## src/wptrl_pkg.sv

```systemverilog
// shared widths, register indexes and types for the windowed peak run-length encoder
package wptrl_pkg;

   localparam int SAMPLE_BITS = 12;
   localparam int RUN_BITS = 32;
   localparam int WLEN_BITS = 16;
   localparam int THR_BITS = 12;
   localparam int RSP_RUN_BITS = 32;
   localparam int CSR_INDEX_BITS = 1;
   localparam int CSR_DATA_BITS = 16;
   localparam int CMP_BITS = (SAMPLE_BITS > THR_BITS) ? SAMPLE_BITS : THR_BITS;

   typedef enum logic [CSR_INDEX_BITS-1:0] {
      CSR_WINDOW_LENGTH = 1'b0,
      CSR_THRESHOLD     = 1'b1
   } csr_index_type;

   // window decision handed from the window tracker to the run tracker
   typedef struct packed {
      logic close;
      logic lvl;
   } decision_type;

endpackage

```

## src/wptrl_window.sv

```systemverilog
// window sample counter, running peak and threshold decision
module wptrl_window (
   input  logic                               clock,
   input  logic                               reset,
   input  logic                               step,
   input  logic [wptrl_pkg::SAMPLE_BITS-1:0]  sample,
   input  logic [wptrl_pkg::WLEN_BITS-1:0]    window_length,
   input  logic [wptrl_pkg::THR_BITS-1:0]     threshold,
   output wptrl_pkg::decision_type            decision
);

   logic [wptrl_pkg::WLEN_BITS-1:0]   count_ff, count_in, count_inc, len;
   logic [wptrl_pkg::SAMPLE_BITS-1:0] peak_ff, peak_in, peak_new;

   always_comb begin
      count_inc = (count_ff != '1) ? count_ff + 1'b1 : count_ff;
      len = (window_length == '0) ? wptrl_pkg::WLEN_BITS'(1) : window_length;
      peak_new = (sample > peak_ff) ? sample : peak_ff;
      decision.close = count_inc >= len;
      decision.lvl = wptrl_pkg::CMP_BITS'(peak_new) >= wptrl_pkg::CMP_BITS'(threshold);
      count_in = count_ff;
      peak_in = peak_ff;
      if (step) begin
         if (decision.close) begin
            count_in = '0;
            peak_in = '0;
         end else begin
            count_in = count_inc;
            peak_in = peak_new;
         end
      end
   end

   always_ff @(posedge clock) begin
      if (reset) begin
         count_ff <= '0;
         peak_ff <= '0;
      end else begin
         count_ff <= count_in;
         peak_ff <= peak_in;
      end
   end

   a_close_clears: assert property (@(posedge clock) disable iff (reset)
      step && decision.close |=> count_ff == '0 && peak_ff == '0)
      else $error("window state not cleared after close");

   a_count_below_top: assert property (@(posedge clock) disable iff (reset)
      count_ff != '1)
      else $error("window count reached its top value");

endmodule

```

## src/wptrl_run.sv

```systemverilog
// held level, saturating run counter and change detection
module wptrl_run (
   input  logic                                 clock,
   input  logic                                 reset,
   input  logic                                 step,
   input  wptrl_pkg::decision_type              decision,
   output logic                                 emit,
   output logic                                 level,
   output logic [wptrl_pkg::RSP_RUN_BITS-1:0]   run_length
);

   logic [wptrl_pkg::RUN_BITS-1:0] run_ff, run_in, run_inc;
   logic known_ff, known_in;
   logic held_ff, held_in;
   logic change;

   always_comb begin
      run_inc = (run_ff != '1) ? run_ff + 1'b1 : run_ff;
      change = decision.close && (!known_ff || held_ff != decision.lvl);
      emit = step && change && known_ff;
      level = held_ff;
      run_length = wptrl_pkg::RSP_RUN_BITS'(run_inc);
      run_in = run_ff;
      known_in = known_ff;
      held_in = held_ff;
      if (step) begin
         if (change) begin
            run_in = '0;
            known_in = 1'b1;
            held_in = decision.lvl;
         end else begin
            run_in = run_inc;
         end
      end
   end

   always_ff @(posedge clock) begin
      if (reset) begin
         run_ff <= '0;
         known_ff <= 1'b0;
         held_ff <= 1'b0;
      end else begin
         run_ff <= run_in;
         known_ff <= known_in;
         held_ff <= held_in;
      end
   end

   a_emit_flips: assert property (@(posedge clock) disable iff (reset)
      emit |=> held_ff != $past(held_ff) && run_ff == '0 && known_ff)
      else $error("level change did not update run state");

   a_first_silent: assert property (@(posedge clock) disable iff (reset)
      !known_ff |-> !emit)
      else $error("result emitted before any level was known");

endmodule

```

## src/windowed_peak_threshold_run_length.sv

```systemverilog
// top level: input register, window and run trackers, result register
// Takes one 12-bit sample per transfer and can accept a sample in every cycle while
// req_ready is high; each sample passes through the input register, and its result, if any,
// is loaded into the result register, which drives the result transfer. The largest sample
// of each window of window_length samples (zero counts as one) is compared with threshold;
// a peak at or above it is level one. When the decided level differs from the held one, a
// transfer carries the old level and the number of samples in that run, including the
// deciding sample, saturating at the top of the run counter. The first decision after reset
// is adopted silently. While a result waits on rsp_ready the input register takes at most
// one more sample; req_ready then stays low until rsp_ready frees the result register.
// Write csr registers only while the block is idle: index 0 is window_length, 1 is threshold.
module windowed_peak_threshold_run_length (
   input  logic                                  clock,
   input  logic                                  reset,
   input  logic                                  req_valid,
   output logic                                  req_ready,
   input  logic [wptrl_pkg::SAMPLE_BITS-1:0]     req_sample,
   output logic                                  rsp_valid,
   input  logic                                  rsp_ready,
   output logic                                  rsp_level,
   output logic [wptrl_pkg::RSP_RUN_BITS-1:0]    rsp_run_length,
   input  logic                                  csr_write_enable,
   input  logic [wptrl_pkg::CSR_INDEX_BITS-1:0]  csr_index,
   input  logic [wptrl_pkg::CSR_DATA_BITS-1:0]   csr_write_data
);

   // configuration registers
   logic [wptrl_pkg::WLEN_BITS-1:0] wlen_ff, wlen_in;
   logic [wptrl_pkg::THR_BITS-1:0]  thr_ff, thr_in;

   // input register
   logic                             in_valid_ff, in_valid_in;
   logic [wptrl_pkg::SAMPLE_BITS-1:0] sample_ff, sample_in;

   // result register
   logic                              out_valid_ff, out_valid_in;
   logic                              level_ff, level_in;
   logic [wptrl_pkg::RSP_RUN_BITS-1:0] run_length_ff, run_length_in;

   logic                               advance;
   logic                               emit;
   logic                               emit_level;
   logic [wptrl_pkg::RSP_RUN_BITS-1:0] emit_run_length;
   wptrl_pkg::decision_type            decision;

   // sample moves into the trackers when the result register can take its outcome
   assign advance = in_valid_ff && (!out_valid_ff || rsp_ready);
   assign req_ready = !in_valid_ff || advance;

   always_comb begin
      wlen_in = wlen_ff;
      thr_in = thr_ff;
      if (csr_write_enable) begin
         unique case (wptrl_pkg::csr_index_type'(csr_index))
            wptrl_pkg::CSR_WINDOW_LENGTH: wlen_in = csr_write_data;
            wptrl_pkg::CSR_THRESHOLD:     thr_in = csr_write_data[wptrl_pkg::THR_BITS-1:0];
            default: ;
         endcase
      end
   end

   always_comb begin
      in_valid_in = in_valid_ff;
      sample_in = sample_ff;
      if (req_valid && req_ready) begin
         in_valid_in = 1'b1;
         sample_in = req_sample;
      end else if (advance) begin
         in_valid_in = 1'b0;
      end
   end

   always_comb begin
      out_valid_in = out_valid_ff && !rsp_ready;
      level_in = level_ff;
      run_length_in = run_length_ff;
      if (advance) begin
         out_valid_in = emit;
         if (emit) begin
            level_in = emit_level;
            run_length_in = emit_run_length;
         end
      end
   end

   wptrl_window u_window (
      .clock         (clock),
      .reset         (reset),
      .step          (advance),
      .sample        (sample_ff),
      .window_length (wlen_ff),
      .threshold     (thr_ff),
      .decision      (decision)
   );

   wptrl_run u_run (
      .clock      (clock),
      .reset      (reset),
      .step       (advance),
      .decision   (decision),
      .emit       (emit),
      .level      (emit_level),
      .run_length (emit_run_length)
   );

   always_ff @(posedge clock) begin
      if (reset) begin
         wlen_ff <= wptrl_pkg::WLEN_BITS'(1);
         thr_ff <= '0;
         in_valid_ff <= 1'b0;
         out_valid_ff <= 1'b0;
      end else begin
         wlen_ff <= wlen_in;
         thr_ff <= thr_in;
         in_valid_ff <= in_valid_in;
         out_valid_ff <= out_valid_in;
      end
   end

   // payload registers, no reset
   always_ff @(posedge clock) begin
      sample_ff <= sample_in;
      level_ff <= level_in;
      run_length_ff <= run_length_in;
   end

   assign rsp_valid = out_valid_ff;
   assign rsp_level = level_ff;
   assign rsp_run_length = run_length_ff;

   a_stall_blocks_input: assert property (@(posedge clock) disable iff (reset)
      in_valid_ff && !advance |-> !req_ready)
      else $error("input accepted while input register is stuck");

endmodule
```

## config.mk

```make
export PLATFORM = sky130hd
export DESIGN_NAME = windowed_peak_threshold_run_length
export DESIGN_NICKNAME = d
export VERILOG_FILES = /design/src/wptrl_pkg.sv /design/src/wptrl_window.sv /design/src/wptrl_run.sv /design/src/windowed_peak_threshold_run_length.sv
export SDC_FILE = /design/constraint.sdc
export NUM_CORES = 1
export LEC_CHECK = 0
export BUFFER_PORTS_ARGS = -buffer_cell sky130_fd_sc_hd__buf_2
export CORE_MARGIN = 2
export CORE_UTILIZATION = 31
export CTS_BUF_LIST = sky130_fd_sc_hd__clkbuf_4
export DETAILED_ROUTE_END_ITERATION = 10
export GPL_ROUTABILITY_DRIVEN = 0
export PLACE_DENSITY = 0.6
export SLEW_MARGIN = 20
export SYNTH_ARGS = -nofsm -noshare
export SYNTH_HDL_FRONTEND = slang
export SYNTH_SLANG_ARGS = --single-unit
```

## constraint.sdc

```tcl
create_clock -name clock -period 4.64 [get_ports clock]
set_clock_uncertainty 0.2 [all_clocks]
set_input_delay 0.464 -clock clock [delete_from_list [all_inputs] [get_ports clock]]
set_output_delay 0.464 -clock clock [all_outputs]
set_load 0.01 [all_outputs]
```

==> impl_metrics.csv <==
group,metric,value,unit
timing,rsz0062_at_grt,"true",
grt,met1_usage,19.3,%
synthesis,synthTopCellsByArea,"dfxtp_1, edfxtp_1, ha_1",
clock_network,post_cts_buffers,0,
min_path,min_to,"rsp_valid$_SDFF_PP0_",
clock_network,cts_buffers,17,
critical_path,rrSetupSlack,0.29,ns
run,drv_cap,0,
timing,timing.slew.headroom,31.2,%
min_path,min_from,"rsp_ready",
grt,grt_pass1_wl,27400,um
synthesis,synthArstFlopShare,0,%
place,postPlaceCellArea,7740,um2
detailed_routing,num_vias,5795,
synthesis,synth.cell_area,7050,um2
critical_path,worstSetupStartpoint,"sample_ff[9]$_DFFE_PP_",
cells_and_area,stdcell_area,8390,um2
timing,finalSetupViolations,0,
clock_network,cts_tree,"built",
grt,antenna_found_initial,1,
die,io-pin-count,69,
grt,grt_use_total,14.3,%
power_and_ir_drop,power.density,294,nW/um2
synthesis,synth_edf_count,45,
critical_path,reg2regPathDepth,16,
cells_and_area,multi_input_area,3590,um2
power_and_ir_drop,ir_drop,112,uV
clock_network,clock_latency,0.55,ns
die,die_area,24000,um2
detailed_routing,drc,0,
clock_network,cts_max_level,4,
critical_path,critPathMaxFanout,13,
die,core,22500,um2
run_status,status,"finished, final reports clean",
synthesis,synth_area_leader_cell,"dfxtp_1",
critical_path,crit_type,"flip-flop to flip-flop",
critical_path,cp.required,4.88,ns
grt,top_usage_layer,"met2",
grt,first_global_vias,5409,
place,pre_cts_ws,0.177,ns
synthesis,synth_top_area_share,26.1,%
synthesis,avgSynthCellArea,9.36,um2
grt,grt_max_degree,55,
cells_and_area,area_delta_synth_final,18.9,%
synthesis,synth-seq-cells,137,
timing,max_freq,230,MHz
synthesis,seq_area_frac_synth,45.3,%
critical_path,start_kind,"flip-flop",
clock_network,clk_path_buf_depth,2,
die,initial_utilization,31.3,%
cells_and_area,final_nets,929,
die,die_h,155,um
synthesis,synth_ff_type,"dfxtp_1",
synthesis,synthDistinctLibCells,59,
critical_path,critPathArrivalTime,4.59,ns
timing,finalCritPeriodShare,93.8,%
detailed_routing,wl_per_cell,14.8,um
grt,met3_usage,2.72,%
die,die_w,155,um
grt,grt.met2_usage,22.5,%
timing,slew_violations,0,
clock_network,clk_pin_slew,0.12,ns
detailed_routing,first_pass_iters,5,
detailed_routing,drt_iter0_markers,364,
timing,worst_slew_pin_slew,1.03,ns
grt,gr-total-overflow,0,
detailed_routing,wl,17100,um
synthesis,yosysWarningCount,0,
timing,hold_viol,0,
synthesis,synth_cells,753,
die,rows,55,
detailed_routing,antenna_left,0,
critical_path,r2r_start,"sample_ff[9]$_DFFE_PP_",
detailed_routing,avgViaCountPerCell,5.03,
critical_path,worstSetupEndpointType,"flip-flop",
clock_network,clockRootBuffer,"clkbuf_4",
place,portBuffers,68,
min_path,holdPathStages,3,
place,hpwl,11900,um
timing,period_minus_slack,4.35,ns
power_and_ir_drop,p_leak,3.07,nW
cells_and_area,drive_above_1_share,17.1,%
critical_path,r2r-end,"u_run.run_ff[23]$_SDFFE_PP0P_",
cells_and_area,seq_area,3190,um2
synthesis,synth_nets,829,
timing,postLayoutSetupSlackWorst,0.288,ns
cells_and_area,fillCellCount,2261,
min_path,min-delay-path-class,"primary input to flip-flop",
clock_network,clkSinkCount,137,
==> power by group <==
group          internal, W  leakage, nW  switching (W)
Combinational     0.000151         1.79       0.000194
Clock             0.000382        0.161       0.000449
Sequential         0.00127         1.11      0.0000246
Total              0.00180         3.07       0.000669
==> synth_stat cells (2+ instances only) <==
cell type	instances
nand2b_1	4
a31o_1	2
edfxtp_1	45
nand3_1	38
a21boi_0	2
and4_1	7
o21ai_1	4
dfxtp_1	92
inv_1	46
or3_1	6
mux2i_1	6
a22o_1	19
xnor2_1	32
a41oi_1	4
nand2_1	116
a21o_1	10
o211ai_1	2
xor2_1	10
clkbuf_1	25
o31ai_1	8
o21ai_0	5
a22oi_1	4
nand4_1	13
nor4b_1	2
and3_1	20
ha_1	42
nor2_1	28
a32o_1	2
buf_2	8
a21oi_1	62
mux2_2	13
a221o_1	5
a211oi_1	7
a31o_2	2
nor4_1	8
a31oi_1	9
nor2b_1	5
o21a_1	2
nor3_1	10
buf_1	2
and2_1	6
and4_4	3
==> state kept, by name, indices dropped and copies added, names as in the netlist <==
signal,cells
rsp_run_length,32
u_run.run_ff,32
u_window.count_ff,16
wlen_ff,16
sample_ff,12
thr_ff,12
u_window.peak_ff,12
in_valid_ff,1
rsp_level,1
rsp_valid,1
u_run.known_ff,1
u_run.level,1
==> per-stage QoR <==
stage               hold slack [ns]  setup TNS, ns  util, %  cells  total power (W)
floorplan                     0.236              0        -    753          0.00152
global placement              0.245              0     34.4   1089          0.00163
detailed placement            0.248              0     34.4   1089          0.00163
CTS                          0.0843              0     37.0   1150          0.00248
global route                  0.106        -0.0380     37.3   1152          0.00258
finish                        0.144              0     37.3   1152          0.00247
==> final cells by class <==
class | instances | share of cell area, %
clock inverter | 13 | 1.85
inverter | 46 | 2.06
multi-input combinational | 535 | 42.8
antenna | 1 | 0.0298
clock buffer | 19 | 1.70
sequential | 137 | 38.1
timing repair buffer | 116 | 9.27
tap | 285 | 4.25
==> critical path: stages (launching register included) <==
cell	delay, ns
edfxtp_1	0.42
ha_1	0.31
and4_1	0.21
nand4_1	0.13
a21oi_1	0.13
a211oi_1	0.06
a21oi_1	0.16
buf_4	0.19
mux2_2	0.36
ha_1	0.29
a22o_1	0.25
o41ai_2	0.38
a21o_1	0.22
o211ai_2	0.31
buf_4	0.30
a41oi_1	0.23
o31ai_1	0.09
==> layout by cell type (no fill, tap or decap), types with 27 or more instances in the layout <==
cell type | Yosys | layout
nor2_1 | 28 | 27
edfxtp_1 | 45 | 45
xnor2_1 | 32 | 32
dfxtp_1 | 92 | 92
ha_1 | 42 | 42
a21oi_1 | 62 | 62
nand2_1 | 116 | 115
dlygate4sd3_1 | 0 | 29
nand3_1 | 38 | 38
buf_2 | 8 | 68
inv_1 | 46 | 46
==> kinds of logic after synthesis <==
kind of cell             synth area share (%)
XOR/XNOR                                 5.22
AND/OR/NAND/NOR                          18.8
buffers and inverters                    4.61
AO/OA/AOI/OAI                            15.5
adder cells (fa/ha/maj)                  7.45
flip-flops                               45.3
multiplexers                             3.09
==> per-layer routing <==
layer,vias up,part of all wire (%)
met4,0,2.4
met5,-,0
li1,2931,-
met1,2707,49
met3,23,3.5
met2,134,45
==> timing repair <==
item,in CTS,in global routing
gates resized for setup,0,7
hold endpoints to repair,41,0
hold buffers,29,0
endpoints found under the setup margin,0,62
==> worst max-delay path by stage <==
stage / to / slack (ns) / cells past startpoint
5_1_grt: u_run.run_ff[0]$_SDFFE_PP0P_ / -0.02 / 19
4_1_cts: u_run.run_ff[5]$_SDFFE_PP0P_ / 0.12 / 16
6_report: u_run.run_ff[23]$_SDFFE_PP0P_ / 0.29 / 16
3_5_place_dp: rsp_run_length[19]$_DFFE_PP_ / 0.18 / 15
2_1_floorplan: rsp_level$_DFFE_PP_ / 0.04 / 16
3_3_place_gp: rsp_run_length[26]$_DFFE_PP_ / 0.27 / 15
Power figures use the tool's default switching activity.
